$ cat config.mk
export PLATFORM = sky130hd
export DESIGN_NAME = cartridge_bank_mapper_core
export DESIGN_NICKNAME = d
export VERILOG_FILES = /design/src/hw/rtl/cbm_pkg.sv /design/src/hw/rtl/cartridge_bank_mapper_core.sv
export VERILOG_INCLUDE_DIRS = /design/src /design/src/hw/rtl
export SDC_FILE = /design/constraint.sdc
export NUM_CORES = 1
export LEC_CHECK = 0
export BUFFER_PORTS_ARGS = -buffer_cell sky130_fd_sc_hd__buf_2
export CAP_MARGIN = 15
export CORE_UTILIZATION = 56
export DETAILED_ROUTE_END_ITERATION = 6
export MAX_ROUTING_LAYER = met4
export PLACE_DENSITY = 0.84
export SETUP_SLACK_MARGIN = 0.3
export SYNTH_ARGS = -nofsm -noshare
export SYNTH_HDL_FRONTEND = slang
export SYNTH_SLANG_ARGS = --single-unit
$ cat constraint.sdc
create_clock -name clk_i -period 3.1 [get_ports clk_i]
set_input_delay 0.31 -clock clk_i [delete_from_list [all_inputs] [get_ports clk_i]]
set_output_delay 0.31 -clock clk_i [all_outputs]
set_load 0.02 [all_outputs]
$ cat src/hw/rtl/cartridge_bank_mapper_core_defines.svh
// assertion macros shared by the cartridge bank mapper rtl
`ifndef CARTRIDGE_BANK_MAPPER_CORE_DEFINES_SVH
`define CARTRIDGE_BANK_MAPPER_CORE_DEFINES_SVH

// same-cycle implication, checked outside reset
`define CBM_ASSERT_IMPL(lbl, ante, cons, msg) \
  lbl: assert property (@(posedge clk_i) disable iff (!rst_ni) (ante) |-> (cons)) \
    else $error(msg);

// next-cycle implication, checked outside reset
`define CBM_ASSERT_NEXT(lbl, ante, cons, msg) \
  lbl: assert property (@(posedge clk_i) disable iff (!rst_ni) (ante) |=> (cons)) \
    else $error(msg);

`endif

$ cat src/hw/rtl/cbm_pkg.sv
// types and constants of the cartridge bank mapper
`timescale 1ns / 1ps
`default_nettype none

package cbm_pkg;

  // result kind codes
  typedef enum logic [2:0] {
    KIND_ROM_READ  = 3'd0,
    KIND_RAM_READ  = 3'd1,
    KIND_RAM_WRITE = 3'd2,
    KIND_CONTROL   = 3'd3,
    KIND_RAM_OFF   = 3'd4,
    KIND_INVALID   = 3'd5
  } kind_e;

  // control register region, address bits 14:13 of a write below 0x8000
  typedef enum logic [1:0] {
    REGION_RAM_EN    = 2'b00,
    REGION_LOW_BANK  = 2'b01,
    REGION_HIGH_BANK = 2'b10,
    REGION_MODE      = 2'b11
  } region_e;

  localparam int unsigned AddrW     = 16;
  localparam int unsigned DataW     = 8;
  localparam int unsigned MapW      = 21;
  localparam int unsigned MaskW     = 7;
  localparam int unsigned LowBankW  = 5;
  localparam int unsigned HighBankW = 2;

  localparam logic [MaskW-1:0]    RomBankMaskReset = 7'h7F;
  localparam logic [LowBankW-1:0] LowBankReset     = 5'd1;
  localparam logic [3:0]          RamEnableKey     = 4'hA;
  // 0xA000-0xBFFF: top three address bits
  localparam logic [2:0]          RamWindowTop     = 3'b101;

endpackage

`default_nettype wire

$ cat src/hw/rtl/cartridge_bank_mapper_core.sv
// cartridge bank mapper: bus access in, access kind and translated address out
//
// Usage:
//   input channel (in_valid_i / in_stall_o) carries one bus access per transfer:
//   is_write_i, address_i, write_data_i. Writes below 0x8000 program the bank,
//   mode and ram-enable registers; reads there give the physical rom address,
//   accesses to 0xA000-0xBFFF give the physical ram address or ram-disabled.
//   output channel (out_valid_o / out_stall_i) carries access_kind_o and
//   mapped_address_o, one result per accepted access, in order.
//   config channel (cfg_valid_i / cfg_ready_o) writes rom_bank_mask; it is
//   always ready. Write it only while the block is idle; it is not enforced.
// Timing:
//   an access passes an input register, then the decode and translate logic
//   feeding the result register. One access per cycle is sustained while the
//   output is not stalled, as both registers then advance every cycle.
// Reset:
//   mask 0x7F, low bank 1, high bank 0, rom mode, ram disabled; both stages empty.
// Stall:
//   a stalled result holds; the input register still fills behind it, and the
//   input channel stalls only when both stages are full and the output stalls.
`timescale 1ns / 1ps
`default_nettype none

`include "cartridge_bank_mapper_core_defines.svh"

module cartridge_bank_mapper_core (
  input  wire logic                               clk_i,
  input  wire logic                               rst_ni,
  // config channel
  input  wire logic                               cfg_valid_i,
  output logic                                    cfg_ready_o,
  input  wire logic [cbm_pkg::MaskW-1:0]          cfg_data_i,
  // input channel
  input  wire logic                               in_valid_i,
  output logic                                    in_stall_o,
  input  wire logic                               is_write_i,
  input  wire logic [cbm_pkg::AddrW-1:0]          address_i,
  input  wire logic [cbm_pkg::DataW-1:0]          write_data_i,
  // output channel
  output logic                                    out_valid_o,
  input  wire logic                               out_stall_i,
  output logic [2:0]                              access_kind_o,
  output logic [cbm_pkg::MapW-1:0]                mapped_address_o
);

  // mapper state
  logic [cbm_pkg::MaskW-1:0]     rom_bank_mask_q;
  logic [cbm_pkg::LowBankW-1:0]  low_bank_q, low_bank_d;
  logic [cbm_pkg::HighBankW-1:0] high_bank_q, high_bank_d;
  logic                          ram_mode_q, ram_mode_d;
  logic                          ram_enabled_q, ram_enabled_d;

  // input register
  logic                          s1_valid_q;
  logic                          s1_write_q;
  logic [cbm_pkg::AddrW-1:0]     s1_addr_q;
  logic [cbm_pkg::DataW-1:0]     s1_data_q;

  // result register
  logic                          out_valid_q;
  cbm_pkg::kind_e                out_kind_q, out_kind_d;
  logic [cbm_pkg::MapW-1:0]      out_addr_q, out_addr_d;

  logic                          out_ready;
  logic                          s1_adv;
  logic                          in_xfer;
  logic [cbm_pkg::MaskW-1:0]     bank;
  logic [cbm_pkg::HighBankW-1:0] ram_page;
  logic [4:0]                    low_sel;

  // handshake
  assign out_ready  = !out_valid_q || !out_stall_i;
  assign s1_adv     = s1_valid_q && out_ready;
  assign in_stall_o = s1_valid_q && !out_ready;
  assign in_xfer    = in_valid_i && !in_stall_o;
  assign cfg_ready_o = 1'b1;

  // config register
  always_ff @(posedge clk_i or negedge rst_ni) begin
    if (!rst_ni) begin
      rom_bank_mask_q <= cbm_pkg::RomBankMaskReset;
    end else if (cfg_valid_i && cfg_ready_o) begin
      rom_bank_mask_q <= cfg_data_i;
    end
  end

  // input register
  always_ff @(posedge clk_i or negedge rst_ni) begin
    if (!rst_ni) begin
      s1_valid_q <= 1'b0;
    end else if (in_xfer) begin
      s1_valid_q <= 1'b1;
    end else if (s1_adv) begin
      s1_valid_q <= 1'b0;
    end
  end

  always_ff @(posedge clk_i) begin
    if (in_xfer) begin
      s1_write_q <= is_write_i;
      s1_addr_q  <= address_i;
      s1_data_q  <= write_data_i;
    end
  end

  // current bank numbers
  assign bank     = {high_bank_q, low_bank_q} & rom_bank_mask_q;
  assign ram_page = ram_mode_q ? high_bank_q : '0;
  assign low_sel  = s1_data_q[4:0];

  // decode, translate and control register update
  always_comb begin
    out_kind_d    = cbm_pkg::KIND_INVALID;
    out_addr_d    = '0;
    low_bank_d    = low_bank_q;
    high_bank_d   = high_bank_q;
    ram_mode_d    = ram_mode_q;
    ram_enabled_d = ram_enabled_q;
    if (!s1_addr_q[15]) begin
      if (s1_write_q) begin
        out_kind_d = cbm_pkg::KIND_CONTROL;
        unique case (cbm_pkg::region_e'(s1_addr_q[14:13]))
          cbm_pkg::REGION_RAM_EN: begin
            ram_enabled_d = (s1_data_q[3:0] == cbm_pkg::RamEnableKey);
          end
          cbm_pkg::REGION_LOW_BANK: begin
            low_bank_d = (low_sel == '0) ? cbm_pkg::LowBankReset : low_sel;
          end
          cbm_pkg::REGION_HIGH_BANK: begin
            high_bank_d = s1_data_q[1:0];
          end
          cbm_pkg::REGION_MODE: begin
            ram_mode_d  = s1_data_q[0];
            high_bank_d = '0;
          end
          default: begin
            ram_mode_d = ram_mode_q;
          end
        endcase
      end else begin
        out_kind_d = cbm_pkg::KIND_ROM_READ;
        if (!s1_addr_q[14]) begin
          // first window: offset by bank bits 6:5 in ram mode only
          out_addr_d = {(ram_mode_q ? bank[6:5] : 2'b00), 5'b0, s1_addr_q[13:0]};
        end else begin
          out_addr_d = {bank, s1_addr_q[13:0]};
        end
      end
    end else if (s1_addr_q[15:13] == cbm_pkg::RamWindowTop) begin
      if (!ram_enabled_q) begin
        out_kind_d = cbm_pkg::KIND_RAM_OFF;
      end else begin
        out_kind_d = s1_write_q ? cbm_pkg::KIND_RAM_WRITE : cbm_pkg::KIND_RAM_READ;
        out_addr_d = {6'b0, ram_page, s1_addr_q[12:0]};
      end
    end
  end

  // mapper state, updated as each access leaves the input register
  always_ff @(posedge clk_i or negedge rst_ni) begin
    if (!rst_ni) begin
      low_bank_q    <= cbm_pkg::LowBankReset;
      high_bank_q   <= '0;
      ram_mode_q    <= 1'b0;
      ram_enabled_q <= 1'b0;
    end else if (s1_adv) begin
      low_bank_q    <= low_bank_d;
      high_bank_q   <= high_bank_d;
      ram_mode_q    <= ram_mode_d;
      ram_enabled_q <= ram_enabled_d;
    end
  end

  // result register
  always_ff @(posedge clk_i or negedge rst_ni) begin
    if (!rst_ni) begin
      out_valid_q <= 1'b0;
    end else if (out_ready) begin
      out_valid_q <= s1_valid_q;
    end
  end

  always_ff @(posedge clk_i) begin
    if (s1_adv) begin
      out_kind_q <= out_kind_d;
      out_addr_q <= out_addr_d;
    end
  end

  assign out_valid_o      = out_valid_q;
  assign access_kind_o    = out_kind_q;
  assign mapped_address_o = out_addr_q;

  // checks
  `CBM_ASSERT_IMPL(a_low_bank_nonzero, 1'b1, low_bank_q != '0, "low bank is zero")
  `CBM_ASSERT_IMPL(a_unused_addr_zero,
    out_valid_q && (out_kind_q == cbm_pkg::KIND_CONTROL ||
    out_kind_q == cbm_pkg::KIND_RAM_OFF || out_kind_q == cbm_pkg::KIND_INVALID),
    out_addr_q == '0, "address set on a kind without address")
  `CBM_ASSERT_IMPL(a_stall_full, in_stall_o, s1_valid_q && out_valid_q && out_stall_i,
    "input stalled with a free stage")
  `CBM_ASSERT_NEXT(a_advance_fills_out, s1_adv, out_valid_q, "advanced item lost")
  `CBM_ASSERT_NEXT(a_mode_clears_high,
    s1_adv && s1_write_q && !s1_addr_q[15] && s1_addr_q[14:13] == cbm_pkg::REGION_MODE,
    high_bank_q == '0, "mode write left high bank set")

endmodule

`default_nettype wire

==> impl_results.md <==
- Post-route minimum period: 1.72 ns
- ANT cells: 0
- Synthesized instance count: 134
- R2R cell count: 2
- Setup TNS: 0 ns
- # Max-Cap Violations: 0
- Chip width: 68.4 um
- Total CTS buffers: 9
- Post-CTS sizing: 0
- Worst Tran Pin Value: 0.936 ns
- Lkg Pwr: 1.30 nW
- Initial Utilization: 60.0%
- GRT overflow: 0
- Post-synthesis xor/xnor area fraction: 0%
- TritonCTS Sinks: 64
- CTS root buf: clkbuf_8
- Cts hold-fix bufs: 1
- Clock H-tree levels: 3
- Clock latency on the worst-skew pair: 0.34 ns
- Synth top cells by count: edfxtp_1, and2_4, dfrtp_1, dfstp_2
- Synth Area in Simple Gates: 11.4%
- CTS tree: built
- Post-Syn Nets: 171
- Die Ht: 68.4 um
- DRC violations left: 0
- DP Worst Slack: 1.38 ns
- Postcts setup bufs: 0
- Post-synthesis compound-gate area fraction: 4.05%
- Unrepaired setup endpoints after global routing: no
- Core area: 4120 sq um
- Final Max Slew Viols: 0
- HPWL after DPL: 2990 um
- FF+latch count, synth: 64
- Vias/cell: 5.22
- Crit Path Max Fanout: 22
- Post-Route Skew: 0.0104 ns
- Post-Syn Area per Cell: 18.4 sq um
- WHS Endpoint: s1_addr_q[11]
- Status: completed
- CP Launch Point: out_valid_o
- Worst r2r dst: s1_addr_q[6]
- Register area share after synthesis: 74.6%
- Largest net degree at the start of global routing: 25
- Yosys top cell area share: 56.0%
- Clock transition at path regs: 0.07 ns
- Power Density: 652 nW/um^2
- Worst slew margin: 37.6%
- DRT Wirelength: 4100 um
- I/O Buffers: 59
- Vias in the first global route: 1329
- Synthesis Warnings: 0
- Post-synthesis mux area share: 8.31%
- Adder-Cell Fraction of Synth Area: 0%
- Achievable Freq: 582 MHz
- First-pass GRT wire length: 6150 um
- Worst reg2reg setup slack: 1.38 ns
- Die area: 4680 sq um
- Setup ws final: 1.38 ns
- Crit path launch type: flop
- Final nets: 240
- Largest family of logic cells by synthesized area: simple AND/OR/NAND/NOR gates
- Hold/Removal Path Class: in -> reg
- HP Start: address_i[11]
- Share of cells above drive strength 1: 55.3%
- DRT iter0 DRCs: 89
- Setup CP Type: reg -> reg
- Final period util: 55.4%
- Final setup fails: 0
- Hold path depth: 1
- Peak VDD IR: 0.550 mV
- Initial antenna violation count: 0
- Yosys top cell by area: edfxtp_1
- Yosys cell types: 35
- Synth top area cells: edfxtp_1, dfrtp_1, dfstp_2
- Count leader, synth: edfxtp_1
- Routed WL per cell: 15.9 um
- # IOs: 64
- Gr usage total: 20.2%
- Routed vias: 1348
- DRT antenna net count: 0
- GPL Wtd Cong: 0.748
- Worst EP required: 3.06 ns
- Hold Vio Cnt, Final: 0
- Filler cells: 256
- Worst Path Arrival: 1.68 ns
- Main flop type after synthesis: edfxtp_1
- Post-synth EDFFs: 46
- 1st-pass router iterations: 4
- Mapped Area: 2470 sq um
- R2r startpoint: out_valid_o
- CTS max path bufs: 2
- Syn-to-layout area delta: 21.8%
- Num rows: 23
- Synth async-reset ratio: 28.1%
- Crit end category: flop
flip-flops by register name (all words and copies together) (netlist names):
| signal | cells |
|---|---|
| access_kind_o | 3 |
| out_valid_o | 1 |
| s1_addr_q | 16 |
| s1_write_q | 1 |
| rom_bank_mask_q | 7 |
| ram_mode_q | 1 |
| high_bank_q | 2 |
| mapped_address_o | 21 |
| s1_valid_q | 1 |
| ram_enabled_q | 1 |
| s1_data_q | 5 |
| low_bank_q | 5 |
routing by layer:
layer | vias up | part of all wire [%] | track usage [%]
li1 | 636 | - | -
met1 | 650 | 40 | 22.5
met2 | 49 | 53 | 31.5
met3 | 13 | 4.8 | 7.50
met4 | 0 | 2.8 | 10.9
met5 | - | 0 | -
kinds of logic after synthesis:
logic type | Yosys count
other | 1
AOI/OAI and AO/OA | 10
DFF | 64
and+or+nand+nor | 36
muxes | 16
buffers and inverters | 7
how the worst max path moves through the flow:
stage                           to  depth (start not counted)
floorplan           high_bank_q[0]                          3
global placement      s1_addr_q[0]                          2
detailed placement    s1_addr_q[2]                          2
CTS                     s1_write_q                          2
global route          s1_addr_q[9]                          2
finish                s1_addr_q[6]                          2
stage by stage:
step / util, % / power, mW / std cells / hold slack [ns] / instance area [sq um]
final: 73.1 / 1.96 / 258 / 0.147 / 3010
after CTS: 73.1 / 1.98 / 258 / 0.137 / 3010
after floorplan: - / 1.23 / 134 / 0.0144 / 2470
after global routing: 73.1 / 2.03 / 258 / 0.127 / 3010
after detailed placement: 68.3 / 1.31 / 241 / 0.266 / 2810
after global placement: 68.3 / 1.30 / 241 / 0.250 / 2810
report_power, final:
part           leakage (nW)  switching, mW  internal [mW]
clock network        0.0917          0.302          0.362
logic                 0.554          0.113          0.106
registers             0.656         0.0491           1.03
final cells by class:
cell class | instances | area (sq um) | area share (%)
clock buffer | 9 | 124 | 4.12
timing repair buffer | 61 | 313 | 10.4
sequential | 64 | 1840 | 61.2
inverter | 4 | 15.0 | 0.499
multi-input combinational | 63 | 589 | 19.6
clock inverter | 7 | 62.6 | 2.08
tap | 50 | 62.6 | 2.08
cells in the final DEF, fill, tap and decap left out, types with 2 or more instances in the layout:
master / netlist / routed
nand4_1: 2 / 2
nor2b_4: 2 / 2
nand3_1: 2 / 2
edfxtp_1: 46 / 46
inv_1: 4 / 4
nor2_1: 2 / 2
dfrtp_1: 10 / 10
and2_1: 5 / 5
mux2_4: 7 / 7
clkbuf_8: 0 / 9
clkinv_1: 0 / 3
buf_2: 0 / 59
and3_1: 6 / 6
dfstp_2: 8 / 8
mux2_2: 7 / 7
a21o_1: 2 / 2
and2_4: 10 / 10
worst max-delay path: stages (launching register included):
cell and delay, ns:
dfrtp_1 0.44, nand3_1 0.14, and2_1 0.76
Power figures use the tool's default switching activity.
